**src/sv/fpfa_pkg.sv**
```systemverilog
package fpfa_pkg;

   // fixed field widths
   localparam int SLOT_W   = 4;
   localparam int AMOUNT_W = 16;
   localparam int CSR_W    = 5;
   localparam int CSR_IDX_W = 1;

   // command codes
   localparam logic CMD_LOAD  = 1'b0;
   localparam logic CMD_ALLOC = 1'b1;

   // placement rules; the unused code acts as first fit
   localparam logic [1:0] FIT_FIRST = 2'd0;
   localparam logic [1:0] FIT_BEST  = 2'd1;
   localparam logic [1:0] FIT_WORST = 2'd2;

   // register indexes
   localparam logic [CSR_IDX_W-1:0] CSR_FIT_MODE    = 1'd0;
   localparam logic [CSR_IDX_W-1:0] CSR_BLOCK_COUNT = 1'd1;

   localparam logic [1:0] FIT_MODE_RESET    = FIT_FIRST;
   localparam logic [4:0] BLOCK_COUNT_RESET = 5'd16;

   typedef enum logic [1:0] {
      ST_IDLE,
      ST_SCAN,
      ST_UPDATE,
      ST_DELIVER
   } state_type;

   typedef struct packed {
      logic load_wr;
      logic alloc_start;
      logic issue;
      logic update;
      logic deliver;
   } dp_cmd_type;

   typedef struct packed {
      logic scan_done;
   } dp_status_type;

endpackage

```
**src/sv/fpfa_if.sv**
```systemverilog
interface fpfa_req_if;
   import fpfa_pkg::*;
   logic                valid;
   logic                ready;
   logic                command;
   logic [SLOT_W-1:0]   slot;
   logic [AMOUNT_W-1:0] amount;

   modport source (output valid, command, slot, amount, input ready);
   modport sink   (input valid, command, slot, amount, output ready);
endinterface

interface fpfa_rsp_if;
   import fpfa_pkg::*;
   logic                valid;
   logic                ready;
   logic                granted;
   logic [SLOT_W-1:0]   chosen_slot;
   logic [AMOUNT_W-1:0] chosen_block_size;
   logic [AMOUNT_W-1:0] request_echo;
   logic [AMOUNT_W-1:0] capacity_left;

   modport source (output valid, granted, chosen_slot, chosen_block_size, request_echo,
                   capacity_left, input ready);
   modport sink   (input valid, granted, chosen_slot, chosen_block_size, request_echo,
                   capacity_left, output ready);
endinterface

```
**src/sv/fpfa_ctrl.sv**
```systemverilog
module fpfa_ctrl (
   input  logic                    clock,
   input  logic                    reset,
   input  logic                    req_valid,
   input  logic                    req_command,
   output logic                    req_ready,
   output logic                    rsp_valid,
   input  logic                    rsp_ready,
   output fpfa_pkg::dp_cmd_type    cmd,
   input  fpfa_pkg::dp_status_type status
);
   import fpfa_pkg::*;

   state_type state_ff, state_in;
   logic      rsp_valid_ff, rsp_valid_in;

   always_ff @(posedge clock) begin
      if (reset) begin
         state_ff     <= ST_IDLE;
         rsp_valid_ff <= 1'b0;
      end else begin
         state_ff     <= state_in;
         rsp_valid_ff <= rsp_valid_in;
      end
   end

   always_comb begin
      state_in  = state_ff;
      cmd       = '0;
      req_ready = 1'b0;
      case (state_ff)
         ST_IDLE: begin
            req_ready = 1'b1;
            if (req_valid) begin
               if (req_command == CMD_LOAD) begin
                  cmd.load_wr = 1'b1;
               end else begin
                  cmd.alloc_start = 1'b1;
                  state_in        = ST_SCAN;
               end
            end
         end
         ST_SCAN: begin
            if (status.scan_done) begin
               state_in = ST_UPDATE;
            end else begin
               cmd.issue = 1'b1;
            end
         end
         ST_UPDATE: begin
            cmd.update = 1'b1;
            state_in   = ST_DELIVER;
         end
         ST_DELIVER: begin
            if (!rsp_valid_ff || rsp_ready) begin
               cmd.deliver = 1'b1;
               state_in    = ST_IDLE;
            end
         end
         default: begin
            state_in = ST_IDLE;
         end
      endcase
   end

   always_comb begin
      if (cmd.deliver) begin
         rsp_valid_in = 1'b1;
      end else if (rsp_ready) begin
         rsp_valid_in = 1'b0;
      end else begin
         rsp_valid_in = rsp_valid_ff;
      end
   end

   assign rsp_valid = rsp_valid_ff;

   // at most one datapath command at a time
   a_cmd_onehot: assert property (@(posedge clock) disable iff (reset)
      $onehot0({cmd.load_wr, cmd.alloc_start, cmd.issue, cmd.update, cmd.deliver}))
      else $error("more than one datapath command");

   // a pending result is never overwritten
   a_no_overwrite: assert property (@(posedge clock) disable iff (reset)
      cmd.deliver |-> (!rsp_valid_ff || rsp_ready))
      else $error("result overwritten before taken");

   // the scan only issues reads while entries remain
   a_issue_bound: assert property (@(posedge clock) disable iff (reset)
      cmd.issue |-> !status.scan_done)
      else $error("read issued past scan limit");

endmodule

```
**src/sv/fpfa_datapath.sv**
```systemverilog
module fpfa_datapath #(
   parameter int NUM_BLOCKS = 16,
   parameter int SIZE_BITS  = 16
) (
   input  logic                                 clock,
   input  logic                                 reset,
   input  logic                                 csr_wr_en,
   input  logic [fpfa_pkg::CSR_IDX_W-1:0]       csr_index,
   input  logic [fpfa_pkg::CSR_W-1:0]           csr_wdata,
   input  logic [fpfa_pkg::SLOT_W-1:0]          req_slot,
   input  logic [fpfa_pkg::AMOUNT_W-1:0]        req_amount,
   input  fpfa_pkg::dp_cmd_type                 cmd,
   output fpfa_pkg::dp_status_type              status,
   output logic                                 rsp_granted,
   output logic [fpfa_pkg::SLOT_W-1:0]          rsp_chosen_slot,
   output logic [fpfa_pkg::AMOUNT_W-1:0]        rsp_chosen_block_size,
   output logic [fpfa_pkg::AMOUNT_W-1:0]        rsp_request_echo,
   output logic [fpfa_pkg::AMOUNT_W-1:0]        rsp_capacity_left
);
   import fpfa_pkg::*;

   localparam int IDX_BITS = (NUM_BLOCKS > 1) ? $clog2(NUM_BLOCKS) : 1;
   localparam int CNT_BITS = $clog2(NUM_BLOCKS + 1);
   localparam int CMP_BITS = (CNT_BITS > CSR_W) ? CNT_BITS : CSR_W;

   // configuration
   logic [1:0]       fit_mode_ff;
   logic [CSR_W-1:0] block_count_ff;

   always_ff @(posedge clock) begin
      if (reset) begin
         fit_mode_ff    <= FIT_MODE_RESET;
         block_count_ff <= BLOCK_COUNT_RESET;
      end else if (csr_wr_en) begin
         case (csr_index)
            CSR_FIT_MODE:    fit_mode_ff    <= csr_wdata[1:0];
            CSR_BLOCK_COUNT: block_count_ff <= csr_wdata;
            default:         ;
         endcase
      end
   end

   // block table
   logic [SIZE_BITS-1:0] orig_mem [NUM_BLOCKS];
   logic [SIZE_BITS-1:0] cap_mem  [NUM_BLOCKS];

   logic                 slot_ok;
   logic [IDX_BITS-1:0]  load_idx;
   logic [SIZE_BITS-1:0] load_amount;

   assign slot_ok     = 32'(req_slot) < NUM_BLOCKS;
   assign load_idx    = IDX_BITS'(req_slot);
   assign load_amount = SIZE_BITS'(req_amount);

   // scan state
   logic [CNT_BITS-1:0]  cnt_ff;
   logic                 rd_valid_ff;
   logic [IDX_BITS-1:0]  rd_idx_ff;
   logic [SIZE_BITS-1:0] rd_cap_ff;
   logic [SIZE_BITS-1:0] amount_ff;
   logic                 found_ff;
   logic [IDX_BITS-1:0]  pick_ff;
   logic [SIZE_BITS-1:0] best_cap_ff;
   logic [SIZE_BITS-1:0] orig_rd_ff;
   logic [SIZE_BITS-1:0] left_ff;
   logic [SIZE_BITS-1:0] left_in;
   logic                 fits;
   logic                 take;

   assign left_in = best_cap_ff - amount_ff;

   always_ff @(posedge clock) begin
      if (cmd.load_wr && slot_ok) begin
         orig_mem[load_idx] <= load_amount;
      end
      if (cmd.update) begin
         orig_rd_ff <= orig_mem[pick_ff];
      end
   end

   always_ff @(posedge clock) begin
      if (cmd.load_wr && slot_ok) begin
         cap_mem[load_idx] <= load_amount;
      end else if (cmd.update && found_ff) begin
         cap_mem[pick_ff] <= left_in;
      end
      if (cmd.issue) begin
         rd_cap_ff <= cap_mem[cnt_ff[IDX_BITS-1:0]];
      end
   end

   assign status.scan_done = (cnt_ff == CNT_BITS'(NUM_BLOCKS)) ||
                             (CMP_BITS'(cnt_ff) >= CMP_BITS'(block_count_ff));

   assign fits = amount_ff <= rd_cap_ff;
   always_comb begin
      take = 1'b0;
      if (rd_valid_ff && fits) begin
         if (!found_ff) begin
            take = 1'b1;
         end else if (fit_mode_ff == FIT_BEST) begin
            take = rd_cap_ff < best_cap_ff;
         end else if (fit_mode_ff == FIT_WORST) begin
            take = rd_cap_ff > best_cap_ff;
         end
      end
   end

   always_ff @(posedge clock) begin
      if (reset) begin
         cnt_ff      <= '0;
         rd_valid_ff <= 1'b0;
         found_ff    <= 1'b0;
      end else begin
         rd_valid_ff <= cmd.issue;
         if (cmd.alloc_start) begin
            cnt_ff   <= '0;
            found_ff <= 1'b0;
         end else begin
            if (cmd.issue) begin
               cnt_ff <= cnt_ff + 1'b1;
            end
            if (take) begin
               found_ff <= 1'b1;
            end
         end
      end
   end

   always_ff @(posedge clock) begin
      if (cmd.alloc_start) begin
         amount_ff <= SIZE_BITS'(req_amount);
      end
      if (cmd.issue) begin
         rd_idx_ff <= cnt_ff[IDX_BITS-1:0];
      end
      if (take) begin
         pick_ff     <= rd_idx_ff;
         best_cap_ff <= rd_cap_ff;
      end
      if (cmd.update) begin
         left_ff <= left_in;
      end
   end

   // result register
   always_ff @(posedge clock) begin
      if (cmd.deliver) begin
         rsp_granted      <= found_ff;
         rsp_request_echo <= AMOUNT_W'(amount_ff);
         if (found_ff) begin
            rsp_chosen_slot       <= SLOT_W'(pick_ff);
            rsp_chosen_block_size <= AMOUNT_W'(orig_rd_ff);
            rsp_capacity_left     <= AMOUNT_W'(left_ff);
         end else begin
            rsp_chosen_slot       <= '0;
            rsp_chosen_block_size <= '0;
            rsp_capacity_left     <= '0;
         end
      end
   end

   // a held candidate always fits the request
   a_pick_fits: assert property (@(posedge clock) disable iff (reset)
      found_ff |-> amount_ff <= best_cap_ff)
      else $error("chosen block does not fit request");

   // a held candidate was among the entries already read
   a_pick_scanned: assert property (@(posedge clock) disable iff (reset)
      found_ff |-> CNT_BITS'(pick_ff) < cnt_ff)
      else $error("chosen block beyond scanned range");

endmodule

```
**src/sv/fixed_partition_fit_allocator_top.sv**
```systemverilog
// channel   dir   handshake              payload
// req_if    in    valid/ready            command, slot, amount
// rsp_if    out   valid/ready            granted, chosen_slot, chosen_block_size,
//                                        request_echo, capacity_left
// csr_*     in    csr_wr_en, no stall    csr_index, csr_wdata
//
// a load transaction is taken in the idle state and produces no result
// an allocate transaction reads limit = min(block_count, NUM_BLOCKS) table entries in turn
// through the single capacity read port, with accept before the scan and end of scan,
// write-back and result load after it
// reset is synchronous; it clears the controller, result valid and scan state and resets
// the config registers; block table and result registers hold garbage until written
// a pending result stalls the next allocate at its result load; loads go on while idle
module fixed_partition_fit_allocator_top #(
   parameter int NUM_BLOCKS = 16,
   parameter int SIZE_BITS  = 16
) (
   input  logic                            clock,
   input  logic                            reset,
   fpfa_req_if.sink                        req_if,
   fpfa_rsp_if.source                      rsp_if,
   input  logic                            csr_wr_en,
   input  logic [fpfa_pkg::CSR_IDX_W-1:0]  csr_index,
   input  logic [fpfa_pkg::CSR_W-1:0]      csr_wdata
);
   import fpfa_pkg::*;

   // command and status between the sequencer and the table datapath
   dp_cmd_type    dp_cmd;
   dp_status_type dp_status;

   // controller: accepts transactions, steps the scan, owns result valid
   fpfa_ctrl u_ctrl (
      .clock       (clock),
      .reset       (reset),
      .req_valid   (req_if.valid),
      .req_command (req_if.command),
      .req_ready   (req_if.ready),
      .rsp_valid   (rsp_if.valid),
      .rsp_ready   (rsp_if.ready),
      .cmd         (dp_cmd),
      .status      (dp_status)
   );

   // datapath: config registers, block table, fit compare and result register
   fpfa_datapath #(
      .NUM_BLOCKS (NUM_BLOCKS),
      .SIZE_BITS  (SIZE_BITS)
   ) u_datapath (
      .clock                 (clock),
      .reset                 (reset),
      .csr_wr_en             (csr_wr_en),
      .csr_index             (csr_index),
      .csr_wdata             (csr_wdata),
      .req_slot              (req_if.slot),
      .req_amount            (req_if.amount),
      .cmd                   (dp_cmd),
      .status                (dp_status),
      .rsp_granted           (rsp_if.granted),
      .rsp_chosen_slot       (rsp_if.chosen_slot),
      .rsp_chosen_block_size (rsp_if.chosen_block_size),
      .rsp_request_echo      (rsp_if.request_echo),
      .rsp_capacity_left     (rsp_if.capacity_left)
   );

endmodule
```
**src/flat_wrapper.sv**
```systemverilog
// flat-port wrapper written by rule: the top's interface ports become plain ports
module fixed_partition_fit_allocator_top_flat import fpfa_pkg::*;
#(
   parameter int NUM_BLOCKS = 16,
   parameter int SIZE_BITS  = 16
)
  (clock, reset, csr_wr_en, csr_index, csr_wdata, req_if_valid, req_if_command, req_if_slot, req_if_amount, req_if_ready, rsp_if_valid, rsp_if_granted, rsp_if_chosen_slot, rsp_if_chosen_block_size, rsp_if_request_echo, rsp_if_capacity_left, rsp_if_ready);
  fpfa_req_if req_if_i ();
  fpfa_rsp_if rsp_if_i ();
  input  logic clock;
  input  logic reset;
  input  logic csr_wr_en;
  input  logic [fpfa_pkg::CSR_IDX_W-1:0] csr_index;
  input  logic [fpfa_pkg::CSR_W-1:0] csr_wdata;
  input wire logic [$bits(req_if_i.valid)-1:0] req_if_valid;
  input wire logic [$bits(req_if_i.command)-1:0] req_if_command;
  input wire logic [$bits(req_if_i.slot)-1:0] req_if_slot;
  input wire logic [$bits(req_if_i.amount)-1:0] req_if_amount;
  output wire logic [$bits(req_if_i.ready)-1:0] req_if_ready;
  output wire logic [$bits(rsp_if_i.valid)-1:0] rsp_if_valid;
  output wire logic [$bits(rsp_if_i.granted)-1:0] rsp_if_granted;
  output wire logic [$bits(rsp_if_i.chosen_slot)-1:0] rsp_if_chosen_slot;
  output wire logic [$bits(rsp_if_i.chosen_block_size)-1:0] rsp_if_chosen_block_size;
  output wire logic [$bits(rsp_if_i.request_echo)-1:0] rsp_if_request_echo;
  output wire logic [$bits(rsp_if_i.capacity_left)-1:0] rsp_if_capacity_left;
  input wire logic [$bits(rsp_if_i.ready)-1:0] rsp_if_ready;
  assign req_if_i.valid = req_if_valid;
  assign req_if_i.command = req_if_command;
  assign req_if_i.slot = req_if_slot;
  assign req_if_i.amount = req_if_amount;
  assign req_if_ready = req_if_i.ready;
  assign rsp_if_valid = rsp_if_i.valid;
  assign rsp_if_granted = rsp_if_i.granted;
  assign rsp_if_chosen_slot = rsp_if_i.chosen_slot;
  assign rsp_if_chosen_block_size = rsp_if_i.chosen_block_size;
  assign rsp_if_request_echo = rsp_if_i.request_echo;
  assign rsp_if_capacity_left = rsp_if_i.capacity_left;
  assign rsp_if_i.ready = rsp_if_ready;
  fixed_partition_fit_allocator_top #(.NUM_BLOCKS(NUM_BLOCKS), .SIZE_BITS(SIZE_BITS)) u_core (.clock(clock), .reset(reset), .req_if(req_if_i), .rsp_if(rsp_if_i), .csr_wr_en(csr_wr_en), .csr_index(csr_index), .csr_wdata(csr_wdata));
endmodule
```
**config.mk**
```make
export PLATFORM = sky130hd
export DESIGN_NAME = fixed_partition_fit_allocator_top_flat
export DESIGN_NICKNAME = d
export VERILOG_FILES = /design/src/sv/fpfa_pkg.sv /design/src/sv/fpfa_if.sv /design/src/sv/fpfa_ctrl.sv /design/src/sv/fpfa_datapath.sv /design/src/sv/fixed_partition_fit_allocator_top.sv /design/src/flat_wrapper.sv
export SDC_FILE = /design/constraint.sdc
export NUM_CORES = 1
export LEC_CHECK = 0
export BUFFER_PORTS_ARGS = -buffer_cell sky130_fd_sc_hd__buf_2
export CORE_MARGIN = 2
export CORE_UTILIZATION = 51
export DETAILED_ROUTE_END_ITERATION = 6
export GPL_TIMING_DRIVEN = 0
export PLACE_DENSITY = 0.67
export SYNTH_ARGS = -nofsm -noshare
export SYNTH_HDL_FRONTEND = slang
export SYNTH_SLANG_ARGS = --single-unit
```
**constraint.sdc**
```tcl
create_clock -name clock -period 5.5 [get_ports clock]
set_input_delay 0.275 -clock clock [delete_from_list [all_inputs] [get_ports clock]]
set_output_delay 0.275 -clock clock [all_outputs]
set_load 0.01 [all_outputs]
```
==> results.json, run 1 <==
{
  "required_ps": 5710,
  "antenna_left": 0,
  "gr-total-overflow": 0,
  "path_max_fanout": 22,
  "rsz0062_at_grt": "false",
  "hold_depth": 3,
  "ir_drop_mv": 0.2384,
  "max_freq_mhz": 253.0,
  "avgSynthCellArea_um2": 19.99,
  "place_inst": 2144,
  "rr_worst_depth": 8,
  "worst_pin_slew_ps": 1114,
  "start_kind": "register",
  "power_mw": 12.36,
  "p_per_area_nw_per_um2": 396.4,
  "firstDrtPassIters": 5,
  "fin_crit_ps": 3952,
  "ys_seq_area_share_pct": 74.63,
  "crit_path_max_incr_delay_ps": 880,
  "num_vias": 13591,
  "cts_buffers": 69,
  "r2r-end": "u_core.u_datapath.rd_cap_ff[9]$_DFFE_PP_",
  "drv_cap": 0,
  "synth_top_area_share_pct": 73.36,
  "fillers": 3576,
  "root_buffer": "clkbuf_16",
  "fin_nets": 1636,
  "avgViaCountPerCell": 5.966,
  "io_pins": 87,
  "yosysWarnings": 0,
  "htreeDepth": 3,
  "dieArea_um2": 54260,
  "core.rowCount": 83,
  "wl_met3_um": 5293,
  "cts_buffer_depth": 3,
  "switching_share_pct": 24.22,
  "fin_skew_ps": 27.68,
  "initial_core_util_pct": 51.79,
  "cpMostUsedCell": "inv_1",
  "min_from": "csr_wr_en",
  "p_int_mw": 9.369,
  "cts_tree": "yes",
  "routed_wl_um": 61220,
  "grt_first_pass_wirelength_um": 88900,
  "synthTopCellsByArea": "edfxtp_1 (73%), mux4_2 (13%), ha_1 (2.7%)",
  "synthCells": 1337,
  "path_class": "register to register",
  "die_w_um": 232.9,
  "dpl.hpwl_um": 41990,
  "synth_seq_cells": 670,
  "finalSetupViolCount": 0,
  "drtIter0Drc": 1477,
  "p_clk_share_pct": 37.5,
  "hold_class": "input port to register",
  "path_cells": "buf_2 > buf_1 > inv_1 > ha_1 > nor4bb_1 > a2111oi_2 > o21ai_1 > inv_1",
  "wl_met2_um": 29350,
  "setup_tns_ps": 0,
  "end_kind": "register",
  "crit_path_top_delay_cell": "inv_1",
  "async_flop_share_pct": 0,
  "portBuffers": 85,
  "wl_per_cell_um": 26.88,
  "fp.dieH_um": 232.9,
  "run_status": "finished clean",
  "hold_end": "u_core.u_datapath.block_count_ff[2]$_SDFFE_PP0P_",
  "drc_errors": 0,
  "max_slew_margin_pct": 25.74,
  "whs_ps": 35.03,
  "power.switching_mw": 2.994,
  "ys.flop_type": "edfxtp_1",
  "layout-drive-gt1-share_pct": 28.16,
  "p_leak_nw": 10.45,
  "drv_slew": 0,
  "p_comb_share_pct": 13.8,
  "r2r-start": "u_core.u_datapath.cnt_ff[1]$_SDFFE_PP0P_",
  "yosysTopAreaCell": "edfxtp_1",
  "synth_cell_type_count": 53,
  "stdcell_count": 2278,
  "seqPwrFrac_pct": 48.7,
  "synth_area_um2": 26730,
  "highest_layer": "met5",
  "finalWeightedCongestion": 0.8351,
  "grt_use_total_pct": 23.31,
  "grt_pass1_vias": 13739,
  "antenna_found_initial": 1,
  "insertedDiodeCount": 0,
  "clkTransAtPathRegs_ps": 60,
  "finalCritPeriodShare_pct": 71.85,
  "syn-num-nets": 1428,
  "synth-edff-count": 653,
  "core_area_um2": 51610,
  "hold_violations": 0,
  "r2r_slack_ps": 1550,
  "cp.arrival_ps": 4160,
  "wl_met1_um": 25110,
  "clkSinkCount": 670,
  "synthToLayoutAreaGrowth_pct": 16.68,
  "clk_latency_ps": 610,
  "grt_max_degree": 38
}
cell families (layout without fill, tap and decap cells):
group | after synthesis | in the layout | share of synthesized area (%)
adders and majority gates | 59 | 59 | 2.790
AOI/OAI and AO/OA | 108 | 108 | 2.603
DFF | 670 | 670 | 74.63
buffers and inverters | 115 | 376 | 1.961
and+or+nand+nor | 202 | 202 | 3.693
xor gates and xnor gates | 13 | 13 | 0.4260
muxes | 170 | 170 | 13.90
power by group through the flow:
stage,Clock [mW],Combinational (mW),Sequential [mW]
after detailed placement,0,1.69,6.13
after CTS,4.71,1.71,6.02
final,4.64,1.70,6.02
after global routing,4.90,1.84,6.04
after floorplan,0,1.12,6.09
after global placement,0,1.59,6.13
per-layer routing:
metal	up-vias	GRT usage, %
met4	2	7.524
met3	93	5.515
li1	5819	-
met2	618	37.23
met5	-	0
met1	7059	32.01
stage by stage:
stage          util (%)  instance area, um^2  setup WS, ps
2_1_floorplan         -                26730          1985
3_3_place_gp      54.26                28010         135.9
3_5_place_dp      55.89                28850          1624
4_1_cts           60.43                31190          1581
5_1_grt           60.43                31190          1304
6_report          60.43                31190          1548
worst max-delay path by stage:
| stage | startpoint | endpoint | slack, ps |
|---|---|---|---|
| 4_1_cts | u_core.u_datapath.cnt_ff[1]$_SDFFE_PP0P_ | u_core.u_datapath.rd_cap_ff[11]$_DFFE_PP_ | 1580 |
| 5_1_grt | u_core.u_datapath.cnt_ff[1]$_SDFFE_PP0P_ | u_core.u_datapath.cnt_ff[1]$_SDFFE_PP0P_ | 1300 |
| 3_5_place_dp | u_core.u_datapath.cnt_ff[1]$_SDFFE_PP0P_ | u_core.u_datapath.rd_cap_ff[10]$_DFFE_PP_ | 1620 |
| 3_3_place_gp | u_core.u_ctrl.state_ff[0]$_SDFFE_PP0P_ | u_core.u_datapath.cap_mem[5][9]$_DFFE_PP_ | 140 |
| 6_report | u_core.u_datapath.cnt_ff[1]$_SDFFE_PP0P_ | u_core.u_datapath.rd_cap_ff[9]$_DFFE_PP_ | 1550 |
| 2_1_floorplan | u_core.u_datapath.rd_cap_ff[15]$_DFFE_PP_ | u_core.u_datapath.best_cap_ff[0]$_DFFE_PP_ | 1990 |
repair_timing:
action	in CTS	in global routing
hold endpoints to repair	7	0
buffers inserted	0	0
setup endpoints to repair	0	0
resized for setup	0	0
hold buffers	10	0
critical path: cells and delay by family (launching register included):
kind	cells	cell delay, ps
AND/OR/NAND/NOR	1	150
AO/OA/AOI/OAI	2	680
buffers and inverters	4	2030
flip-flops	1	480
adder cells (fa/ha/maj)	1	210
placed cells by master (no fill, tap or decap), types with 4 or more instances in the layout:
cell             n
nand3_1         12
a21o_1          16
dfxtp_1         17
and2_1          39
a21oi_1         37
inv_1           67
nor2_1          27
mux2_2           4
xor2_1           7
xnor2_1          6
nand2b_1        12
nor3_1           4
clkbuf_1        37
clkinv_1        14
o211ai_1         6
or3_1            4
nor2b_1          4
buf_8           23
o21ai_0         15
nor3_2           4
clkinv_2        10
buf_2           99
nor2_2          28
mux4_2         159
nand2_1         48
and3_1           5
ha_1            57
edfxtp_1       653
clkbuf_16       71
dlygate4sd3_1   10
buf_16          10
buf_6           12
bufinv_16        7
o21ai_1          4
mux2i_1          4
nand4_1          7
a31oi_1          6
flip-flops by register name, summed over array words and instances (netlist names), 16 cells and up:
| register | cells |
|---|---|
| u_core.u_datapath.cap_mem | 256 |
| u_core.u_datapath.orig_mem | 256 |
| u_core.u_datapath.amount_ff | 16 |
| u_core.u_datapath.best_cap_ff | 16 |
| u_core.u_datapath.left_ff | 16 |
| u_core.u_datapath.orig_rd_ff | 16 |
| u_core.u_datapath.rd_cap_ff | 16 |
| u_core.u_datapath.rsp_capacity_left | 16 |
| u_core.u_datapath.rsp_chosen_block_size | 16 |
| u_core.u_datapath.rsp_request_echo | 16 |
layout make-up:
class,count,area (um^2),share of cell area (%)
tap,680,850.8,2.728
clock inverter,36,371.6,1.191
multi-input combinational,552,6385,20.47
buffer,47,269.0,0.8625
inverter,68,255.2,0.8184
timing repair buffer,137,1239,3.971
sequential,670,19950,63.96
clock buffer,88,1871,5.997
Yosys cell counts, types with 2 or more instances:
cell type / instances
edfxtp_1: 653
clkbuf_1: 23
nor3_1: 8
dfxtp_1: 17
a31oi_1: 6
nor4_1: 2
and2_1: 39
nor2b_1: 5
nand3b_1: 2
a21o_1: 16
nand3_1: 12
nand2_1: 48
o31ai_1: 4
xnor2_1: 6
buf_1: 2
a21oi_1: 37
buf_2: 14
and3_1: 5
a211oi_1: 3
xor2_1: 7
nand2b_1: 12
ha_1: 58
inv_1: 67
o21ai_1: 2
mux2_1: 2
o211ai_1: 6
o21ai_0: 17
mux2i_1: 4
o21a_1: 2
mux2_2: 4
mux4_2: 159
o2111ai_1: 3
nor2_1: 55
buf_8: 4
nand4_1: 7
or2_2: 2
a211o_1: 2
or3_1: 4
buf_6: 4
Note: power is estimated with default switching activity, not from simulation.
==> run 2, diff against run 1 <==
--- a/config.mk
+++ b/config.mk
@@ -10,7 +10,7 @@
 export CORE_UTILIZATION = 51
 export DETAILED_ROUTE_END_ITERATION = 6
 export GPL_TIMING_DRIVEN = 0
-export PLACE_DENSITY = 0.67
+export PLACE_DENSITY = 0.7
 export SYNTH_ARGS = -nofsm -noshare
 export SYNTH_HDL_FRONTEND = slang
 export SYNTH_SLANG_ARGS = --single-unit
==> constraint.sdc (replaced) <==
create_clock -name clock -period 3.25 [get_ports clock]
set_input_delay 0.1625 -clock clock [delete_from_list [all_inputs] [get_ports clock]]
set_output_delay 0.1625 -clock clock [all_outputs]
set_load 0.01 [all_outputs]
==> results.json, run 2 (synthesis gave the netlist of run 1 again) <==
{
  "synthToLayoutAreaGrowth_pct": 17.16,
  "path_class": "register to register",
  "rr_worst_depth": 8,
  "crit_path_start": "u_core.u_datapath.amount_ff[0]$_DFFE_PP_",
  "drc_errors": 0,
  "clk_latency_ps": 610,
  "avgViaCountPerCell": 5.987,
  "worst_pin_slew_ps": 1116,
  "r2r_slack_ps": 160,
  "grt_first_pass_wirelength_um": 89600,
  "final_common_cell": "edfxtp_1",
  "max_slew_margin_pct": 25.58,
  "final_core_util_pct": 60.67,
  "hold_end": "u_core.u_datapath.amount_ff[3]$_DFFE_PP_",
  "grt_use_total_pct": 23.40,
  "min_from": "req_if_amount[3]",
  "portBuffers": 85,
  "grt_max_degree": 38,
  "end_kind": "register",
  "fin_crit_ps": 3091,
  "core.rowCount": 83,
  "drtIter0Drc": 1687,
  "routed_wl_um": 61570,
  "fin_skew_ps": 32.55,
  "layout-drive-gt1-share_pct": 28.70,
  "fin_nets": 1651,
  "rsz0062_at_grt": "false",
  "firstDrtPassIters": 6,
  "root_buffer": "clkbuf_16",
  "antenna_found_initial": 4,
  "finalCritPeriodShare_pct": 95.11,
  "r2r-start": "u_core.u_datapath.amount_ff[0]$_DFFE_PP_",
  "drv_slew": 0,
  "fp.dieH_um": 232.9,
  "r2r-end": "u_core.u_datapath.cap_mem[2][12]$_DFFE_PP_",
  "hold_depth": 1,
  "place_inst": 2143,
  "p_leak_nw": 10.47,
  "layout_common_cells": "edfxtp_1 (653), mux4_2 (159), buf_2 (99)",
  "whs_ps": 16.24,
  "power_mw": 20.77,
  "cts_buffers": 69,
  "cts_tree": "yes",
  "start_kind": "register",
  "path_cells": "ha_1 > fa_1 > nand2b_1 > a21o_1 > a21o_1 > and2_1 > o311ai_1 > mux2_1",
  "initial_core_util_pct": 51.79,
  "clkTransAtPathRegs_ps": 60,
  "worst_slack_ps": 158.9,
  "required_ps": 3580,
  "clkSinkCount": 670,
  "die_w_um": 232.9,
  "p_per_area_nw_per_um2": 663.2,
  "place_worst_setup_slack_ps": -680.6,
  "num_vias": 13746,
  "drv_cap": 0,
  "crit_path_top_delay_cell": "mux2_1",
  "dieArea_um2": 54260,
  "wl_per_cell_um": 26.82,
  "io_pins": 87,
  "run_status": "finished clean",
  "cp.arrival_ps": 3420,
  "hold_class": "input port to register",
  "finalWeightedCongestion": 0.8680,
  "stdcell_count": 2296,
  "hold_violations": 0,
  "core_area_um2": 51610,
  "gr-total-overflow": 0,
  "grt_pass1_vias": 13863,
  "path_max_fanout": 16,
  "finalSetupViolCount": 0,
  "dpl.hpwl_um": 41220,
  "ir_drop_mv": 0.3739,
  "htreeDepth": 3,
  "cts_buffer_depth": 3,
  "biggestRegsByFlops": "u_core.u_datapath.cap_mem x256, u_core.u_datapath.orig_mem x256",
  "crit_path_max_incr_delay_ps": 540,
  "max_freq_mhz": 323.5,
  "antenna_left": 0,
  "cpMostUsedCell": "a21o_1"
}
## run 2: report_power, final
part           switching (mW)  internal, mW
logic                    1.70          1.24
clock network            3.21          4.44
registers               0.190          9.99
## run 2: cell type report
class                           instances  area, um^2
Antenna cell                            3       7.507
Buffer                                 46       267.8
Clock buffer                           87        1846
Clock inverter                         37       342.8
Fill cell                            3492       20300
Inverter                               68       259.0
Multi-Input combinational cell        552        6456
Sequential cell                       670       19950
Tap cell                              680       850.8
Timing Repair Buffer                  152        1330
Timing Repair inverter                  1       7.507
## run 2: critical path, delay by kind of cell, from the launching register on
family	cells	cell delay, ps
AO/OA/AOI/OAI	3	770
adder cells (fa/ha/maj)	2	660
flip-flops	1	470
multiplexers	1	540
AND/OR/NAND/NOR	2	360
## run 2: repair_timing
| action | CTS | global route |
|---|---|---|
| endpoints found under the hold margin | 158 | 0 |
| buffers inserted | 0 | 1 |
| hold buffers | 25 | 0 |
| gates cloned | 1 | 0 |
| gates resized for setup | 6 | 11 |
| endpoints found under the setup margin | 383 | 267 |
## run 2: through the flow
step / area (um^2) / TNS, ps
floorplan: 26740 / 0
global placement: 28020 / -409360
detailed placement: 28780 / -100530
CTS: 31260 / -7149
global route: 31310 / 0
finish: 31320 / 0
## run 2: layer usage
| metal | vias to the layer above | wire length (um) | track usage [%] |
|---|---|---|---|
| met5 | - | 27 | 0 |
| met4 | 4 | 1672 | 8.121 |
| li1 | 5855 | - | - |
| met3 | 112 | 5572 | 4.988 |
| met2 | 686 | 30330 | 38.08 |
| met1 | 7089 | 23960 | 31.61 |
## run 2: worst max path at each step
stage	slack [ps]	cells after the start	to
5_1_grt	0.2	8	u_core.u_datapath.cap_mem[14][12]$_DFFE_PP_
2_1_floorplan	290	6	u_core.u_datapath.orig_mem[0][0]$_DFFE_PP_
4_1_cts	-200	7	u_core.u_datapath.cap_mem[12][8]$_DFFE_PP_
6_report	160	8	u_core.u_datapath.cap_mem[2][12]$_DFFE_PP_
3_5_place_dp	-680	8	u_core.u_datapath.rd_cap_ff[8]$_DFFE_PP_
3_3_place_gp	-1160	6	u_core.u_datapath.cap_mem[11][2]$_DFFE_PP_
